===== src/sv/mexp_pkg.sv =====
// Package for the modular exponentiation unit.
// Holds the sequencer states, the register indexes and the command struct.
// No dependencies.
package mexp_pkg;

  localparam int EXP_WIDTH   = 32;
  localparam int BASE_WIDTH  = 33;
  localparam int BIT_IDX_W   = 5;
  localparam int CFG_WIDTH   = 32;
  localparam int CFG_IDX_W   = 1;

  localparam logic [CFG_IDX_W-1:0] REG_MODULUS  = 1'b0;
  localparam logic [CFG_IDX_W-1:0] REG_EXPONENT = 1'b1;

  localparam logic [CFG_WIDTH-1:0] MODULUS_RST  = 32'd2;
  localparam logic [CFG_WIDTH-1:0] EXPONENT_RST = 32'd1;

  typedef enum logic [2:0] {
    S_IDLE,
    S_BASE,
    S_SQR_GO,
    S_SQR,
    S_MUL_GO,
    S_MUL,
    S_FINISH
  } mexp_state_t;

  // Command to the shared multiply/reduce unit.
  typedef struct packed {
    logic start;
    logic raw_mode;   // reduce the raw operand instead of a*b
  } mexp_cmd_t;

endpackage


===== src/sv/mexp_modmul.sv =====
// Shared modular multiply unit: one multiplier feeding a bit-serial
// restoring remainder over the product or a raw operand. Depends on mexp_pkg.
module mexp_modmul #(
  parameter int MOD_WIDTH = 32
) (
  input  logic                             clk,
  input  logic                             rst_n,
  input  mexp_pkg::mexp_cmd_t              cmd,
  input  logic [MOD_WIDTH-1:0]             op_a,
  input  logic [MOD_WIDTH-1:0]             op_b,
  input  logic [mexp_pkg::BASE_WIDTH-1:0]  op_raw,
  input  logic [MOD_WIDTH-1:0]             modulus,
  output logic                             done,
  output logic [MOD_WIDTH-1:0]             result
);

  localparam int PROD_W = 2 * MOD_WIDTH;
  localparam int DIV_W  = (PROD_W > mexp_pkg::BASE_WIDTH) ? PROD_W : mexp_pkg::BASE_WIDTH;
  localparam int CNT_W  = $clog2(DIV_W + 1);

  logic                 busy_r, busy_nxt;
  logic                 done_r, done_nxt;
  logic [CNT_W-1:0]     cnt_r, cnt_nxt;
  logic [DIV_W-1:0]     dvd_r, dvd_nxt;
  logic [MOD_WIDTH-1:0] rem_r, rem_nxt;
  logic [PROD_W-1:0]    prod;
  logic [MOD_WIDTH:0]   shifted;
  logic                 ge;

  assign prod    = op_a * op_b;
  assign shifted = {rem_r, dvd_r[DIV_W-1]};
  assign ge      = shifted >= {1'b0, modulus};

  always_comb begin
    busy_nxt = busy_r;
    done_nxt = 1'b0;
    cnt_nxt  = cnt_r;
    dvd_nxt  = dvd_r;
    rem_nxt  = rem_r;
    if (busy_r) begin
      dvd_nxt = {dvd_r[DIV_W-2:0], 1'b0};
      rem_nxt = ge ? MOD_WIDTH'(shifted - {1'b0, modulus}) : shifted[MOD_WIDTH-1:0];
      cnt_nxt = cnt_r - CNT_W'(1);
      if (cnt_r == CNT_W'(1)) begin
        busy_nxt = 1'b0;
        done_nxt = 1'b1;
      end
    end else if (cmd.start) begin
      busy_nxt = 1'b1;
      cnt_nxt  = CNT_W'(DIV_W);
      rem_nxt  = '0;
      dvd_nxt  = cmd.raw_mode ? DIV_W'(op_raw) : DIV_W'(prod);
    end
  end

  always_ff @(posedge clk) begin
    if (!rst_n) begin
      busy_r <= 1'b0;
      done_r <= 1'b0;
      cnt_r  <= '0;
    end else begin
      busy_r <= busy_nxt;
      done_r <= done_nxt;
      cnt_r  <= cnt_nxt;
    end
  end

  always_ff @(posedge clk) begin
    dvd_r <= dvd_nxt;
    rem_r <= rem_nxt;
  end

  assign done   = done_r;
  assign result = rem_r;

endmodule


===== src/sv/modular_exponentiation_unit.sv =====
// Top level of the modular exponentiation unit: config registers,
// square-and-multiply sequencer and output register. Uses mexp_pkg, mexp_modmul.
//
// Each base transfer yields one result, base^exponent mod modulus with the
// sign of a truncating C remainder. Work is done by one shared unit: a
// MOD_WIDTH x MOD_WIDTH multiply followed by a bit-serial remainder over
// D = max(2*MOD_WIDTH, 33) bits. An item costs one base reduction, then
// 32 squarings plus one multiply per set exponent bit; the hand-off of the
// result is held only while the output register stays full and is not
// drained. Exponent zero or modulus zero skip the shared unit and go
// straight to the finish state.
// in_ready is high only while the sequencer is idle; a finished result waits
// in the output register while the next base is taken.
module modular_exponentiation_unit #(
  parameter int MOD_WIDTH = 32
) (
  input  logic                                    clk,
  input  logic                                    rst_n,
  input  logic                                    cfg_we,
  input  logic [mexp_pkg::CFG_IDX_W-1:0]          cfg_index,
  input  logic [mexp_pkg::CFG_WIDTH-1:0]          cfg_wdata,
  input  logic                                    in_valid,
  output logic                                    in_ready,
  input  logic signed [mexp_pkg::BASE_WIDTH-1:0]  in_base,
  output logic                                    out_valid,
  input  logic                                    out_ready,
  output logic signed [mexp_pkg::BASE_WIDTH-1:0]  out_power_residue
);

  localparam int BW = mexp_pkg::BASE_WIDTH;

  logic [mexp_pkg::CFG_WIDTH-1:0] modulus_r, exponent_r;

  mexp_pkg::mexp_state_t state_r, state_nxt;
  logic [MOD_WIDTH-1:0]           m_r, m_nxt;
  logic [mexp_pkg::EXP_WIDTH-1:0] e_r, e_nxt;
  logic [MOD_WIDTH-1:0]           acc_r, acc_nxt;
  logic [MOD_WIDTH-1:0]           sq_r, sq_nxt;
  logic                           neg_r, neg_nxt;
  logic [mexp_pkg::BIT_IDX_W-1:0] bit_r, bit_nxt;
  logic                           out_valid_r, out_valid_nxt;
  logic [BW-1:0]                  out_data_r, out_data_nxt;

  mexp_pkg::mexp_cmd_t  cmd;
  logic [MOD_WIDTH-1:0] op_b;
  logic                 mm_done;
  logic [MOD_WIDTH-1:0] mm_result;
  logic [BW-1:0]        in_mag;
  logic [MOD_WIDTH-1:0] in_m;
  logic [BW-1:0]        signed_val;
  logic                 accept;

  // Configuration registers
  always_ff @(posedge clk) begin
    if (!rst_n) begin
      modulus_r  <= mexp_pkg::MODULUS_RST;
      exponent_r <= mexp_pkg::EXPONENT_RST;
    end else if (cfg_we) begin
      case (cfg_index)
        mexp_pkg::REG_MODULUS:  modulus_r  <= cfg_wdata;
        mexp_pkg::REG_EXPONENT: exponent_r <= cfg_wdata;
        default: ;
      endcase
    end
  end

  assign in_ready = (state_r == mexp_pkg::S_IDLE);
  assign accept   = in_valid && in_ready;
  assign in_mag   = in_base[BW-1] ? (BW'(0) - BW'(in_base)) : BW'(in_base);
  assign in_m     = modulus_r[MOD_WIDTH-1:0];
  assign op_b     = (state_r == mexp_pkg::S_MUL_GO) ? sq_r : acc_r;

  // Sign per truncating remainder: negative base, odd exponent, nonzero magnitude
  assign signed_val = (neg_r && e_r[0] && (acc_r != '0))
                      ? (BW'(0) - BW'(acc_r)) : BW'(acc_r);

  always_comb begin
    state_nxt     = state_r;
    m_nxt         = m_r;
    e_nxt         = e_r;
    acc_nxt       = acc_r;
    sq_nxt        = sq_r;
    neg_nxt       = neg_r;
    bit_nxt       = bit_r;
    out_valid_nxt = out_valid_r;
    out_data_nxt  = out_data_r;
    cmd.start     = 1'b0;
    cmd.raw_mode  = 1'b0;

    if (out_valid_r && out_ready) begin
      out_valid_nxt = 1'b0;
    end

    case (state_r)
      mexp_pkg::S_IDLE: begin
        if (accept) begin
          m_nxt   = in_m;
          e_nxt   = exponent_r;
          neg_nxt = in_base[BW-1];
          bit_nxt = '1;
          if (exponent_r == '0) begin
            acc_nxt   = MOD_WIDTH'(1);
            state_nxt = mexp_pkg::S_FINISH;
          end else if (in_m == '0) begin
            acc_nxt   = '0;
            state_nxt = mexp_pkg::S_FINISH;
          end else begin
            acc_nxt      = (in_m == MOD_WIDTH'(1)) ? '0 : MOD_WIDTH'(1);
            cmd.start    = 1'b1;
            cmd.raw_mode = 1'b1;
            state_nxt    = mexp_pkg::S_BASE;
          end
        end
      end
      mexp_pkg::S_BASE: begin
        if (mm_done) begin
          sq_nxt    = mm_result;
          state_nxt = mexp_pkg::S_SQR_GO;
        end
      end
      mexp_pkg::S_SQR_GO: begin
        cmd.start = 1'b1;
        state_nxt = mexp_pkg::S_SQR;
      end
      mexp_pkg::S_SQR: begin
        if (mm_done) begin
          acc_nxt = mm_result;
          if (e_r[bit_r]) begin
            state_nxt = mexp_pkg::S_MUL_GO;
          end else if (bit_r == '0) begin
            state_nxt = mexp_pkg::S_FINISH;
          end else begin
            bit_nxt   = bit_r - 1'b1;
            state_nxt = mexp_pkg::S_SQR_GO;
          end
        end
      end
      mexp_pkg::S_MUL_GO: begin
        cmd.start = 1'b1;
        state_nxt = mexp_pkg::S_MUL;
      end
      mexp_pkg::S_MUL: begin
        if (mm_done) begin
          acc_nxt = mm_result;
          if (bit_r == '0) begin
            state_nxt = mexp_pkg::S_FINISH;
          end else begin
            bit_nxt   = bit_r - 1'b1;
            state_nxt = mexp_pkg::S_SQR_GO;
          end
        end
      end
      mexp_pkg::S_FINISH: begin
        // hand off once the output register is free or being drained
        if (!out_valid_r || out_ready) begin
          out_valid_nxt = 1'b1;
          out_data_nxt  = signed_val;
          state_nxt     = mexp_pkg::S_IDLE;
        end
      end
      default: begin
        state_nxt = mexp_pkg::S_IDLE;
      end
    endcase
  end

  always_ff @(posedge clk) begin
    if (!rst_n) begin
      state_r     <= mexp_pkg::S_IDLE;
      out_valid_r <= 1'b0;
    end else begin
      state_r     <= state_nxt;
      out_valid_r <= out_valid_nxt;
    end
  end

  always_ff @(posedge clk) begin
    m_r        <= m_nxt;
    e_r        <= e_nxt;
    acc_r      <= acc_nxt;
    sq_r       <= sq_nxt;
    neg_r      <= neg_nxt;
    bit_r      <= bit_nxt;
    out_data_r <= out_data_nxt;
  end

  mexp_modmul #(
    .MOD_WIDTH(MOD_WIDTH)
  ) u_modmul (
    .clk     (clk),
    .rst_n   (rst_n),
    .cmd     (cmd),
    .op_a    (acc_r),
    .op_b    (op_b),
    .op_raw  (in_mag),
    .modulus (state_r == mexp_pkg::S_IDLE ? in_m : m_r),
    .done    (mm_done),
    .result  (mm_result)
  );

  assign out_valid         = out_valid_r;
  assign out_power_residue = out_data_r;

endmodule

===== config.mk =====
export PLATFORM = sky130hd
export DESIGN_NAME = modular_exponentiation_unit
export DESIGN_NICKNAME = d
export VERILOG_FILES = /design/src/sv/mexp_pkg.sv /design/src/sv/mexp_modmul.sv /design/src/sv/modular_exponentiation_unit.sv
export SDC_FILE = /design/constraint.sdc
export NUM_CORES = 2
export LEC_CHECK = 0
export ABC_AREA = 1
export BUFFER_PORTS_ARGS = -buffer_cell sky130_fd_sc_hd__clkbuf_2
export CAP_MARGIN = 30
export CORE_MARGIN = 3
export CORE_UTILIZATION = 24
export CTS_CLUSTER_SIZE = 20
export DETAILED_ROUTE_END_ITERATION = 8
export GPL_ROUTABILITY_DRIVEN = 0
export SLEW_MARGIN = 20
export SYNTH_ARGS = -nofsm -noshare
export SYNTH_HDL_FRONTEND = slang
export SYNTH_SLANG_ARGS = --single-unit

===== constraint.sdc =====
create_clock -name clk -period 8.8 [get_ports clk]
set_input_delay 1.76 -clock clk [delete_from_list [all_inputs] [get_ports clk]]
set_output_delay 1.76 -clock clk [all_outputs]
set_load 0.05 [all_outputs]

-- Word level (Yosys, flattened, before mapping)
Cells that the tools add are included.
- bitwise gates (word level): 1
- shift-type cells: 0
- $add $sub $neg: 5
- reductions and logical operators: 25
- div/mod/pow operators: 0
- muxes and demuxes: 48
- magnitude comparators: 2
- equality and inequality tests: 15
- multiply operators: 1
- operators by type and width (operator ; number):
    $mux 32 ; 8
    $mux 64 ; 3
    $logic_not 32->1 ; 2
    $mul 32x32->64 ; 1
    $pmux 32 s2 ; 1
    $ge 33x32->1 ; 1
    $mux 33 ; 1
    $sub 1x32->33 const A ; 1
    $sub 1x33->33 const A ; 1
    $eq 32x1->1 const B ; 1
    $reduce_bool 32->1 ; 1
    $sub 32x32->32 ; 1
    $mux 3 ; 9
    $mux 5 ; 5
    $pmux 3 s7 ; 1
    $pmux 5 s3 ; 1
    $mux 7 ; 2
    $mux 1 ; 12
    $reduce_and 2->1 ; 6
    $ne 2x1->1 const B ; 5
    $reduce_and 5->1 ; 2
    $eq 3x3->1 const B ; 3
    $eq 7x1->1 const B ; 1
    $sub 7x1->7 const B ; 1
    18 further kinds ; 27
- logic and storage cells: 115
- flip-flop bits (word level): 340
- input port bits: 71
- latch bits: 0
- memory bits (writable): 0
- memories kept: 0
- memory bits (read-only): 0
- output and inout bits: 35

-- Longest topological paths before layout
- word-level depth: 8
- mapped depth: 38

-- By module
A second synthesis with hierarchy kept.
- cells, all modules: 7171
- area, all modules: 54091.9 um^2
- by module, submodules not included (module ; area each (um^2) ; times used ; cells an instance ; sequential area each (um^2)):
    mexp_modmul ; 43185.2 ; 1 ; 5965 ; 3052.9
    modular_exponentiation_unit ; 10906.7 ; 1 ; 1206 ; 6376.1

-- Worst setup path before layout
Ideal clock, no wire load.
- path kind: register -> register
- start: register state_r[1]
- end: register u_modmul.dvd_r[60], data pin
- period minus slack after synthesis: 7065 ps
- data arrival time: 6812 ps
- buffers on the path: 3
- setup slack: 1735 ps
- library setup time: 253 ps
- cell stages (with the launch flop): 32
- cells stage by stage: dfxtp_1 > nor2_2 > inv_2 > nor2_2 > buf_2 > buf_4 > o21ai_2 > buf_2 > nor2_1 > fa_1 > fa_1 > fa_1 > inv_1 > fa_1 > inv_1 > fa_1 > fa_1 > fa_1 > inv_1 > fa_1 > inv_1 > ha_1 > a21oi_1 > nor2_1 > nor2_1 > o21ai_0 > nand2_1 > nand2_1 > a21oi_1 > nand3_1 > nand3_1 > nand2_1
- longest elaborated chain between the ends: 7
- RTL lines (element ; line ; source):
    from (decl) ; modular_exponentiation_unit.sv:34 ; mexp_pkg::mexp_state_t state_r, state_nxt;
    from (signal assigned) ; modular_exponentiation_unit.sv:169 ; state_r <= mexp_pkg::S_IDLE;
    from (signal assigned) ; modular_exponentiation_unit.sv:172 ; state_r <= state_nxt;
    branches (longest 4 deep; another with $mul 32x32->64) ; -- ;
    $mux 64 (*) ; mexp_modmul.sv:52 ; dvd_nxt = cmd.raw_mode ? DIV_W'(op_raw) : DIV_W'(prod);
    $mux 64 (*) ; mexp_modmul.sv:48 ; end else if (cmd.start) begin
    $mux 64 (*) ; mexp_modmul.sv:40 ; if (busy_r) begin
    named net u_modmul.dvd_nxt[60] ; mexp_modmul.sv:24 ; logic [DIV_W-1:0] dvd_r, dvd_nxt;
    to (signal assigned) ; mexp_modmul.sv:69 ; dvd_r <= dvd_nxt;
    to (decl) ; mexp_modmul.sv:24 ;
Mark *: on every way through the listed nets, which the timed path passes. The select of a mux whose other input is x is not followed.
A chain may end at the register's enable or synchronous reset.

-- Final worst setup path
- start: register state_r[1]
- end: register u_modmul.dvd_r[25], data pin
Same word-level chain as after synthesis.

==> flow_summary.json <==
{
  "htreeDepth": 2,
  "ios": 106,
  "crit_arrival_ns": 8.94,
  "numClockSinks": 340,
  "drt_wl_total_um": 180000,
  "fmax_mhz": 116,
  "fin_ws_ns": 0.198,
  "max_slew_margin": 0.351,
  "ys.flop_type": "edfxtp_1",
  "wl_per_cell_um": 19.3,
  "clkTransAtPathRegs_ns": 0.06,
  "dp_worst_setup_slack_ns": 0.181,
  "ys_types": 55,
  "drc": 0,
  "critPathSlowestCell": "fa_1",
  "synth_area_per_cell_um2": 8.06,
  "critPathTopFamily": "adder cells",
  "antenna_left": 0,
  "synth-seq-cells": 340,
  "postSynthCellCount": 6400,
  "fin_hold_ws_ns": 0.426,
  "rsz0062_at_grt": "no",
  "port_buffers": 105,
  "cp.required_ns": 9.14,
  "cts_tree": "yes",
  "critPathBufInv": 9,
  "grt_pass1_vias": 45500,
  "skew_ns": 0.0380,
  "cp_max_fo": 28,
  "post_cts_buffers": 0,
  "initial_core_util": 0.242,
  "utilization": 0.270,
  "rows": 169,
  "cts_buffers": 39,
  "cpPeakStageDelay_ns": 0.57,
  "die_x_um": 470,
  "start_kind": "flip-flop",
  "nNetsFinal": 7756,
  "setup_violations": 0,
  "cts_buffer_depth": 3,
  "core_mm2": 0.213,
  "antenna_found_initial": 4,
  "crit_type": "flip-flop to flip-flop",
  "tns_ns": 0,
  "yosysWarnings": 0,
  "synth_edf_count": 262,
  "hold_viol_final": 0,
  "grt_max_degree": 72,
  "syn_area_mm2": 0.0516,
  "hp-class": "flip-flop to flip-flop",
  "synth_nets": 7668,
  "drive_above_1_share": 0.0693,
  "fp.dieH_um": 470,
  "first_pass_iters": 7,
  "dpl.hpwl_um": 149000,
  "nFillCells": 22900,
  "grt_overflow": 0,
  "clk_latency_ns": 0.59,
  "vias": 43700,
  "worst_slew_pin_slew_ns": 0.973,
  "synth_seq_area_share": 0.183,
  "grt_usage": 0.162,
  "cap_violations": 0,
  "cts_root_buffer": "clkbuf_16",
  "hold_buffers": 0,
  "cts_resized": 0,
  "fin_crit_sh": 0.977,
  "period_minus_slack_ns": 8.60,
  "status": "completed",
  "slew_viol_final": 0,
  "drtIter0Drc": 4264,
  "dieArea_mm2": 0.220,
  "grt_pass1_wl_um": 277000,
  "viasPerCell": 4.68,
  "async_flop_share": 0,
  "end_kind": "flip-flop",
  "syn_to_final_growth_pct": 11.3,
  "path_common_cell": "fa_1"
}
-- area by class of cell --
cell class / instances / area, um2 / area share
antenna: 5 / 12.5 / 0.000218
sequential: 340 / 9430 / 0.164
clock buffer: 53 / 1080 / 0.0188
tap: 2821 / 3530 / 0.0615
inverter: 1340 / 5040 / 0.0877
timing repair buffer: 297 / 2050 / 0.0357
clock inverter: 18 / 203 / 0.00353
multi-input combinational: 4470 / 36100 / 0.628
-- path summary, 6_finish.rpt --
kind,start,endpoint,slack (ns),cells after the start
worst max-delay path,state_r[1]$_SDFFE_PN0P_,u_modmul.dvd_r[25]$_DFFE_PP_,0.20,31
worst min-delay path,in_m[26]$_SDFFE_PN0P_,m_r[26]$_DFFE_PP_,0.43,0
worst max register to register,state_r[1]$_SDFFE_PN0P_,u_modmul.dvd_r[25]$_DFFE_PP_,0.20,31
worst min register to register,in_m[26]$_SDFFE_PN0P_,m_r[26]$_DFFE_PP_,0.43,0
-- per-stage QoR --
stage | instances | instance area (um2)
6_report | 9344 | 57400
5_1_grt | 9340 | 57400
4_1_cts | 9337 | 57300
3_5_place_dp | 9266 | 56000
3_3_place_gp | 9265 | 56000
2_1_floorplan | 6400 | 51600
-- per-layer routing --
metal | routed length, um | vias up | track usage
li1 | - | 19400 | -
met1 | 72400 | 21600 | 0.213
met2 | 78600 | 2244 | 0.251
met3 | 18300 | 507 | 0.0329
met4 | 10700 | 6 | 0.0822
met5 | 185 | - | 0
-- logic make-up after synthesis --
family | count (synthesis) | share of synthesized area
XOR/XNOR | 83 | 0.0141
multiplexers | 12 | 0.00233
flip-flops | 340 | 0.183
buffers and inverters | 1590 | 0.120
adder cells (fa/ha/maj) | 1197 | 0.421
AO/OA/AOI/OAI | 475 | 0.0508
AND/OR/NAND/NOR | 2703 | 0.209
-- cells in the final DEF, fill, tap and decap left out, types with 6 or more instances in the layout --
cell,Yosys,final
clkbuf_2,0,105
a21o_1,7,7
fa_1,897,897
a21oi_1,190,185
buf_4,9,183
nand2_2,8,8
or2_2,6,6
o21ai_1,10,9
edfxtp_1,262,262
nor3_1,32,32
clkinv_1,17,18
nand2_1,1312,1312
dfxtp_1,78,77
o21ai_2,21,23
nand3b_1,13,13
nand3_1,215,215
xor2_1,61,61
nor4_1,7,7
o21ai_0,196,193
o21bai_1,20,20
nand4_1,43,43
nand3_2,7,7
mux2i_1,12,12
inv_2,23,22
clkbuf_1,143,10
xnor2_1,22,22
ha_1,300,300
clkbuf_16,0,40
nor2_1,1045,1042
inv_1,1299,1298
-- state kept, by name (all words and copies together) (netlist names) --
register           cells
acc_r                 32
bit_r                  5
e_r                   32
exponent_r            32
in_m                  32
m_r                   32
neg_r                  1
out_power_residue     33
out_valid              1
sq_r                  32
state_r                3
u_modmul.busy_r        1
u_modmul.cnt_r         7
u_modmul.done          1
u_modmul.dvd_r        64
u_modmul.result       32
-- cells in the mapped netlist (6+ instances only) --
library cell  count  area [um2]
mux2i_1          12         120
o21ai_0         196         981
o21ai_2          21         184
nor4_1            7        43.8
xor2_1           61         534
a21o_1            7        52.6
inv_2            23        86.3
inv_1          1299        4880
nand2_1        1312        4920
nand2_2           8        50.1
clkbuf_1        143         537
ha_1            300        3750
nand3b_1         13        97.6
nor3_1           32         160
o21bai_1         20         150
a21oi_1         190         951
nand3_1         215        1080
nor2_1         1045        3920
or2_2             6        37.5
fa_1            897       18000
dfxtp_1          78        1560
clkinv_1         17        63.8
buf_6             7        78.8
edfxtp_1        262        7870
buf_2            87         435
o21ai_1          10        50.1
nand4_1          43         269
buf_4             9        67.6
nand3_2           7        70.1
xnor2_1          22         193
-- worst register-to-register path, delay by kind of cell (launching register included) --
family	cells	cell delay (ns)
and+or+nand+nor	10	1.72
DFF	1	0.37
buffers and inverters	9	1.16
AOI/OAI and AO/OA	3	0.63
adders and majority gates	9	4.48
Power is left out: the tool's default activity adds up to more than one toggle a clock period on the data nets, which glitch-free logic cannot reach.
